`src/rtl/core/ulpu_pkg.sv`:
```
// shared types, constants and sample arithmetic for the mu-law/pcm unpacker
package ulpu_pkg;

    localparam int unsigned SampleW  = 16;
    localparam int unsigned WordW    = 32;
    localparam int unsigned NumSlots = 4;

    typedef logic signed [SampleW-1:0] t_sample;
    typedef t_sample t_dec [NumSlots];

    // configuration register indexes
    typedef enum logic {
        REG_SAMPLE_CODING  = 1'b0,
        REG_UPSAMPLE_RATIO = 1'b1
    } t_cfg_reg;

    // upsample ratio codes, code 3 behaves as 4x
    localparam logic [1:0] RATIO_1X = 2'd0;
    localparam logic [1:0] RATIO_2X = 2'd1;

    localparam logic CODING_ULAW = 1'b0;
    localparam logic CODING_PCM  = 1'b1;

    localparam logic [7:0] UlawBias = 8'd132;

    // control handed from the input stage to the emitter
    typedef struct packed {
        logic       load;
        logic       restart;
        logic       pcm;
        logic [1:0] ratio;
    } t_load_ctl;

    // g.711 mu-law expansion
    function automatic t_sample ulaw_expand(input logic [7:0] code);
        logic [7:0]  c;
        logic [7:0]  base;
        logic [14:0] mag;
        c    = ~code;
        base = 8'({1'b0, c[3:0], 3'b000}) + UlawBias;
        mag  = (15'(base) << c[6:4]) - 15'(UlawBias);
        return c[7] ? t_sample'(16'd0 - {1'b0, mag}) : t_sample'({1'b0, mag});
    endfunction

    // floor((wa*a + (4-wa)*b) / 4), computed as (4b + wa*(a-b)) >>> 2
    function automatic t_sample blend(input t_sample a, input t_sample b,
                                      input logic [1:0] wa);
        logic signed [18:0] d;
        logic signed [18:0] p;
        logic signed [18:0] s;
        d = 19'(a) - 19'(b);
        p = d * $signed({17'd0, wa});
        s = (19'(b) <<< 2) + p;
        return s[17:2];
    endfunction

endpackage

```
`src/rtl/core/ulaw_pcm_word_unpack_upsampler_unit.sv`:
```
// top level: config registers, input word register, decode and sample emitter
//
// Takes one 32-bit word holding four mu-law bytes or two 16-bit pcm samples
// (low sample first) and streams out signed 16-bit samples, one per cycle
// unless m_tready stalls the output, with 1 or 3 linearly interpolated
// points before each decoded sample in 2x or 4x mode. A word yields mu-law
// 4, 8 or 16 samples, pcm 2, 4 or 8, moved out through the single output
// register. The input register takes the next word while the current one is
// still being emitted, so words flow with no gaps between them; a word
// passes through the input register and the emitter's registers before its
// first sample reaches the output register. The last sample of each word is
// marked with m_tlast. Write the configuration only while no word is in flight.
module ulaw_pcm_word_unpack_upsampler_unit (
    input  logic                       i_clk,
    input  logic                       i_rst_n,
    input  logic                       i_cfg_we,
    input  logic                       i_cfg_index,
    input  logic [1:0]                 i_cfg_data,
    input  logic                       s_tvalid,
    output logic                       s_tready,
    input  logic [ulpu_pkg::WordW-1:0] s_tdata,   // [31:0] data_word
    input  logic                       s_tuser,   // [0] restart
    output logic                       m_tvalid,
    input  logic                       m_tready,
    output logic [15:0]                m_tdata,   // [15:0] sample
    output logic                       m_tlast    // last_of_word
);
    import ulpu_pkg::*;

    logic             r_coding;
    logic [1:0]       r_ratio;
    logic             r_in_valid;
    logic [WordW-1:0] r_word;
    logic             r_restart;

    logic      take;
    t_load_ctl ctl;
    t_dec      dec;
    t_sample   sample;

    always_ff @(posedge i_clk) begin
        if (!i_rst_n) begin
            r_coding <= CODING_ULAW;
            r_ratio  <= RATIO_1X;
        end else if (i_cfg_we) begin
            unique case (t_cfg_reg'(i_cfg_index))
                REG_SAMPLE_CODING:  r_coding <= i_cfg_data[0];
                REG_UPSAMPLE_RATIO: r_ratio  <= i_cfg_data;
                default: ;
            endcase
        end
    end

    assign s_tready = !r_in_valid || take;

    always_ff @(posedge i_clk) begin
        if (!i_rst_n) begin
            r_in_valid <= 1'b0;
        end else begin
            if (s_tvalid && s_tready) begin
                r_in_valid <= 1'b1;
                r_word     <= s_tdata;
                r_restart  <= s_tuser;
            end else if (take) begin
                r_in_valid <= 1'b0;
            end
        end
    end

    always_comb begin
        ctl.load    = r_in_valid && take;
        ctl.restart = r_restart;
        ctl.pcm     = r_coding;
        ctl.ratio   = r_ratio;
    end

    ulpu_decode u_decode (
        .i_word (r_word),
        .i_pcm  (r_coding),
        .o_dec  (dec)
    );

    ulpu_emit u_emit (
        .i_clk    (i_clk),
        .i_rst_n  (i_rst_n),
        .i_ctl    (ctl),
        .i_dec    (dec),
        .o_take   (take),
        .o_valid  (m_tvalid),
        .i_ready  (m_tready),
        .o_sample (sample),
        .o_last   (m_tlast)
    );

    assign m_tdata = 16'(sample);

endmodule

```
`src/rtl/core/ulpu_decode.sv`:
```
// splits a registered word into four mu-law or two pcm samples
module ulpu_decode (
    input  logic [ulpu_pkg::WordW-1:0] i_word,
    input  logic                       i_pcm,
    output ulpu_pkg::t_dec             o_dec
);
    import ulpu_pkg::*;

    always_comb begin
        if (i_pcm == CODING_PCM) begin
            o_dec[0] = t_sample'(i_word[15:0]);
            o_dec[1] = t_sample'(i_word[31:16]);
            o_dec[2] = '0;
            o_dec[3] = '0;
        end else begin
            for (int i = 0; i < NumSlots; i++) begin
                o_dec[i] = ulaw_expand(i_word[8*i +: 8]);
            end
        end
    end

endmodule

```
`src/rtl/core/ulpu_emit.sv`:
```
// steps through the decoded samples, inserts interpolated points, output register
module ulpu_emit (
    input  logic                i_clk,
    input  logic                i_rst_n,
    input  ulpu_pkg::t_load_ctl i_ctl,
    input  ulpu_pkg::t_dec      i_dec,
    output logic                o_take,
    output logic                o_valid,
    input  logic                i_ready,
    output ulpu_pkg::t_sample   o_sample,
    output logic                o_last
);
    import ulpu_pkg::*;

    logic       r_busy;
    logic [1:0] r_si;
    logic [1:0] r_ph;
    t_dec       r_dec;
    t_sample    r_base;
    logic       r_pcm;
    logic [1:0] r_ratio;
    t_sample    r_prev;
    logic       r_ovalid;
    t_sample    r_osample;
    logic       r_olast;

    logic       out_free;
    logic       step;
    logic [1:0] ph_last_code;
    logic       ph_last;
    logic       si_last;
    logic       word_end;
    logic [1:0] wa;
    t_sample    cur;
    t_sample    prv;
    t_sample    val;
    t_sample    base_in;
    t_sample    dec_last;

    always_comb begin
        unique case (r_ratio)
            RATIO_1X: ph_last_code = 2'd0;
            RATIO_2X: ph_last_code = 2'd1;
            default:  ph_last_code = 2'd3;
        endcase
        wa       = (r_ratio == RATIO_2X) ? 2'd2 : 2'd3 - r_ph;
        cur      = r_dec[r_si];
        prv      = (r_si == 2'd0) ? r_base : r_dec[r_si - 2'd1];
        ph_last  = (r_ph == ph_last_code);
        si_last  = (r_si == (r_pcm ? 2'd1 : 2'd3));
        word_end = ph_last && si_last;
        val      = ph_last ? cur : blend(prv, cur, wa);
        out_free = !r_ovalid || i_ready;
        step     = r_busy && out_free;
        o_take   = !r_busy || (step && word_end);
        base_in  = i_ctl.restart ? t_sample'(0) : r_prev;
        dec_last = i_ctl.pcm ? i_dec[1] : i_dec[3];
    end

    always_ff @(posedge i_clk) begin
        if (!i_rst_n) begin
            r_busy   <= 1'b0;
            r_si     <= '0;
            r_ph     <= '0;
            r_prev   <= '0;
            r_ovalid <= 1'b0;
        end else begin
            if (i_ctl.load) begin
                r_busy  <= 1'b1;
                r_si    <= '0;
                r_ph    <= '0;
                r_dec   <= i_dec;
                r_base  <= base_in;
                r_pcm   <= i_ctl.pcm;
                r_ratio <= i_ctl.ratio;
                // 1x leaves the history alone except for a restart
                r_prev  <= (i_ctl.ratio != RATIO_1X) ? dec_last : base_in;
            end else if (step) begin
                if (word_end) begin
                    r_busy <= 1'b0;
                end else if (ph_last) begin
                    r_ph <= '0;
                    r_si <= r_si + 2'd1;
                end else begin
                    r_ph <= r_ph + 2'd1;
                end
            end
            if (step) begin
                r_ovalid  <= 1'b1;
                r_osample <= val;
                r_olast   <= word_end;
            end else if (i_ready) begin
                r_ovalid <= 1'b0;
            end
        end
    end

    assign o_valid  = r_ovalid;
    assign o_sample = r_osample;
    assign o_last   = r_olast;

endmodule

```
`config.mk`:
```
export PLATFORM = sky130hd
export DESIGN_NAME = ulaw_pcm_word_unpack_upsampler_unit
export DESIGN_NICKNAME = d
export VERILOG_FILES = /design/src/rtl/core/ulpu_pkg.sv /design/src/rtl/core/ulaw_pcm_word_unpack_upsampler_unit.sv /design/src/rtl/core/ulpu_decode.sv /design/src/rtl/core/ulpu_emit.sv
export SDC_FILE = /design/constraint.sdc
export NUM_CORES = 1
export LEC_CHECK = 0
export ABC_AREA = 1
export BUFFER_PORTS_ARGS = -buffer_cell sky130_fd_sc_hd__buf_4
export CORE_UTILIZATION = 68
export CTS_BUF_LIST = sky130_fd_sc_hd__clkbuf_16
export CTS_CLUSTER_SIZE = 28
export DETAILED_ROUTE_END_ITERATION = 6
export GPL_TIMING_DRIVEN = 0
export PLACE_DENSITY = 0.87
export SLEW_MARGIN = 20
export SYNTH_ARGS = -nofsm -noshare
export SYNTH_HDL_FRONTEND = slang
export SYNTH_SLANG_ARGS = --single-unit
```
`constraint.sdc`:
```
create_clock -name i_clk -period 17.2 [get_ports i_clk]
set_input_delay 3.44 -clock i_clk [delete_from_list [all_inputs] [get_ports i_clk]]
set_output_delay 3.44 -clock i_clk [all_outputs]
set_load 0.05 [all_outputs]
```
==> impl_metrics.toml <==
[clocking]
cts.repair.resized = 0
cts_tree = "yes"
numCtsBuffers = 17
post-cts-setup-buffer-count = 0
clkTransAtPathRegs_ns = 0.06
insertion_delay_ns = 0.44
holdBufCountCts = 0
clock_sinks = 155
cts_buffer_depth = 2
clock_tree.root_cell = "clkbuf_16"
number_of_levels_in_the_clock_h_tree = 4

[floorplanning]
starting_density_of_the_core = 0.702
top_level_ports = 60
coreArea_sq_um = 16800
dieHeight_microns = 134
chipWidth_microns = 134
floorplan.die_area_sq_um = 17800
floorplan.rows = 47

[final_layout]
flow.area_growth_from_synthesis_pct = 11.3
layout.cells.most_common_list = "nand2_1 (375), inv_1 (222), nor2_1 (185), edfxtp_1 (129), o21ai_0 (121)"
antennaDiodeCount = 0
layout.cells.most_common = "nand2_1"
layoutNonFillerInstCount = 1905
layout-drive-gt1-share = 0.110
layout.nets = 1787

[yosys]
postSynthRegisterBits = 155
post_synth_inst_count = 1593
yosys_warnings = 0
postSynth.asyncResetShare = 0
syn-mean-instance-area_sq_um = 7.39
edff_count_synth = 129
dominantRegCellSynth = "edfxtp_1"
synth_sequential_area_ratio = 0.373
synth.cell_area_sq_um = 11800
synth_fp_nets = 1708
synth_cell_types = 54

[placed_design]
place_hpwl_microns = 25100
dpl.cell_count = 1873
io_buffers = 59
globalplace.congestion = 0.960

[critical_path]
worst_path_largest_cell_delay_ns = 0.20
critical_path_buf_inv_count = 5
worstPathArrival_ns = 4.38
cp_max_fo = 4
timing.reg2reg.worst_path_depth = 35
worst-setup-path-type = "input port to output pin"
worst-path-stages = 10
cp_common_cell = "nand2_1"
worstPathCellList = "buf_4, inv_1, nand2_1, nand2_1, inv_1, nand2_1, nand2_2, inv_2, nand2_1, buf_4"
regToRegStartpoint = "u_emit.r_si[0]"
timing.critical_path.from = "m_tready"
crit_path_end_kind = "output pin"
crit_family = "buffers and inverters"
slowest_stage = "buf_4"
worstSetupStartpointType = "input port"
timing.critical_path.required_ns = 13.76

[timing]
hold_violations = 0
post_route_setup_tns_ns = 0
setup_violations = 0
maxSlewHeadroom = 0.400
tightestPinTransition_ns = 0.899
post-route-period-util = 0.455
max_clock_freq_mhz = 128
finalMaxSlewViolations = 0
rsz0062_at_grt = "false"
worst_clock_skew_ns = 0.00986
final_period_minus_worst_setup_slack_ns = 7.82

[global_routing]
grt_max_degree = 52
antenna_violations_before_repair = 0
grt_overflow = 0
grt_util_all_layers = 0.373
vias_in_the_first_global_route = 10400
grt_pass1_wl_microns = 51200

[detailed_routing]
via_count = 11100
drt_wl_total_microns = 32500
vias_per_cell = 5.83
drt-initial-drc-count = 1173
route.detailed.wl_per_inst_microns = 17.1
detail_route.first_pass.iterations = 7
postRouteAntennaNets = 0
drc = 7

[power]
peak_supply_drop_mv = 0.118
totalPowerFinal_mw = 1.35
power-per-cell-area_nw_per_um2 = 103
leakage_nw = 6.11

[hold_path]
hold_path_origin = "u_emit.r_prev[14]"
min_path_type = "register to register"
worstHoldPathCells = 2

[flow_run]
maxCapViolCount = 0

[outcome]
violations = "DRC"
run_status = "finished with violations"
==> report_power, final <==
group | internal (mW) | switching, mW | total (mW)
clock | 0.216 | 0.168 | 0.384
sequential | 0.447 | 0.0110 | 0.458
combinational | 0.187 | 0.324 | 0.511
==> registers in the layout, indices dropped and copies added (netlist names) <==
name,flops
u_emit.o_last,1
u_emit.r_pcm,1
u_emit.r_si,2
u_emit.r_base,16
u_emit.r_busy,1
u_emit.r_dec,60
r_ratio,2
u_emit.o_valid,1
u_emit.r_prev,16
u_emit.r_ph,2
r_word,32
u_emit.r_ratio,2
r_in_valid,1
r_restart,1
u_emit.o_sample,16
r_coding,1
==> tightest hold or removal path: stages (launching register included) <==
cell and delay [ns]:
dfxtp_1 0.31, nand2_1 0.06, nand2_1 0.04
==> cells in the mapped netlist, types with 2 or more instances <==
cell type | count | area, sq um
a21o_1 | 5 | 37.5
a21oi_1 | 74 | 370
a31oi_1 | 19 | 119
buf_1 | 3 | 11.3
buf_2 | 9 | 45.0
buf_4 | 7 | 52.6
buf_6 | 4 | 45.0
clkbuf_1 | 36 | 135
clkinv_1 | 4 | 15.0
dfxtp_1 | 26 | 521
edfxtp_1 | 129 | 3870
fa_1 | 17 | 340
ha_1 | 57 | 713
inv_1 | 222 | 833
inv_2 | 16 | 60.1
inv_4 | 2 | 12.5
nand2_1 | 375 | 1410
nand2_2 | 16 | 100
nand2_4 | 2 | 22.5
nand3_1 | 97 | 485
nand3_2 | 2 | 20.0
nand3b_1 | 5 | 37.5
nand4_1 | 7 | 43.8
nor2_1 | 186 | 698
nor2_2 | 9 | 56.3
nor2_4 | 4 | 45.0
nor3_1 | 12 | 60.1
nor3_2 | 2 | 20.0
nor3b_1 | 2 | 15.0
o211ai_1 | 20 | 150
o21ai_0 | 121 | 606
o21ai_1 | 17 | 85.1
o21ai_2 | 9 | 78.8
o21bai_1 | 5 | 37.5
o221ai_1 | 2 | 17.5
o22ai_1 | 13 | 81.3
o31ai_1 | 3 | 22.5
or2_2 | 3 | 18.8
xnor2_1 | 14 | 123
xor2_1 | 23 | 201
==> logic make-up (layout without fill, tap and decap cells) <==
logic type | Yosys count | after routing | synth area share
AO/OA/AOI/OAI | 295 | 295 | 0.143
XOR/XNOR | 37 | 37 | 0.0275
adder cells (fa/ha/maj) | 74 | 74 | 0.0895
buffers and inverters | 304 | 396 | 0.104
flip-flops | 155 | 155 | 0.373
multiplexers | 1 | 1 | 0.000850
AND/OR/NAND/NOR | 727 | 727 | 0.262
==> final timing paths <==
path	slack, ns	to
min reg2reg	0.46	u_emit.r_prev[14]
max reg2reg	9.94	u_emit.o_sample[14]
min	0.46	u_emit.r_prev[14]
max	9.38	s_tready
==> per-layer routing <==
layer,up-vias,part of all wire,GRT usage,wire (microns)
li1,5381,-,-,-
met1,4999,0.40,0.462,13000
met2,610,0.47,0.620,15200
met4,0,0.051,0.208,1650
met5,-,0,0,0
met3,112,0.082,0.0635,2680
==> final cells by class <==
type | instances | area [sq um]
Multi-Input combinational cell | 1134 | 6160
Sequential cell | 155 | 4390
Fill cell | 1181 | 3660
Inverter | 245 | 930
Timing Repair Buffer | 60 | 470
Clock buffer | 17 | 425
Buffer | 59 | 289
Tap cell | 220 | 275
Clock inverter | 15 | 160
==> through the flow <==
step | setup slack, ns | instance area, sq um | util | hold slack (ns)
finish | 9.38 | 13100 | 0.782 | 0.457
global route | 9.29 | 13100 | 0.782 | 0.484
CTS | 9.38 | 13100 | 0.782 | 0.460
detailed placement | 9.38 | 12500 | 0.747 | 0.442
global placement | 9.48 | 12500 | 0.745 | 0.436
floorplan | 9.55 | 11800 | - | 0.426
Note: power is estimated with default switching activity, not from simulation.
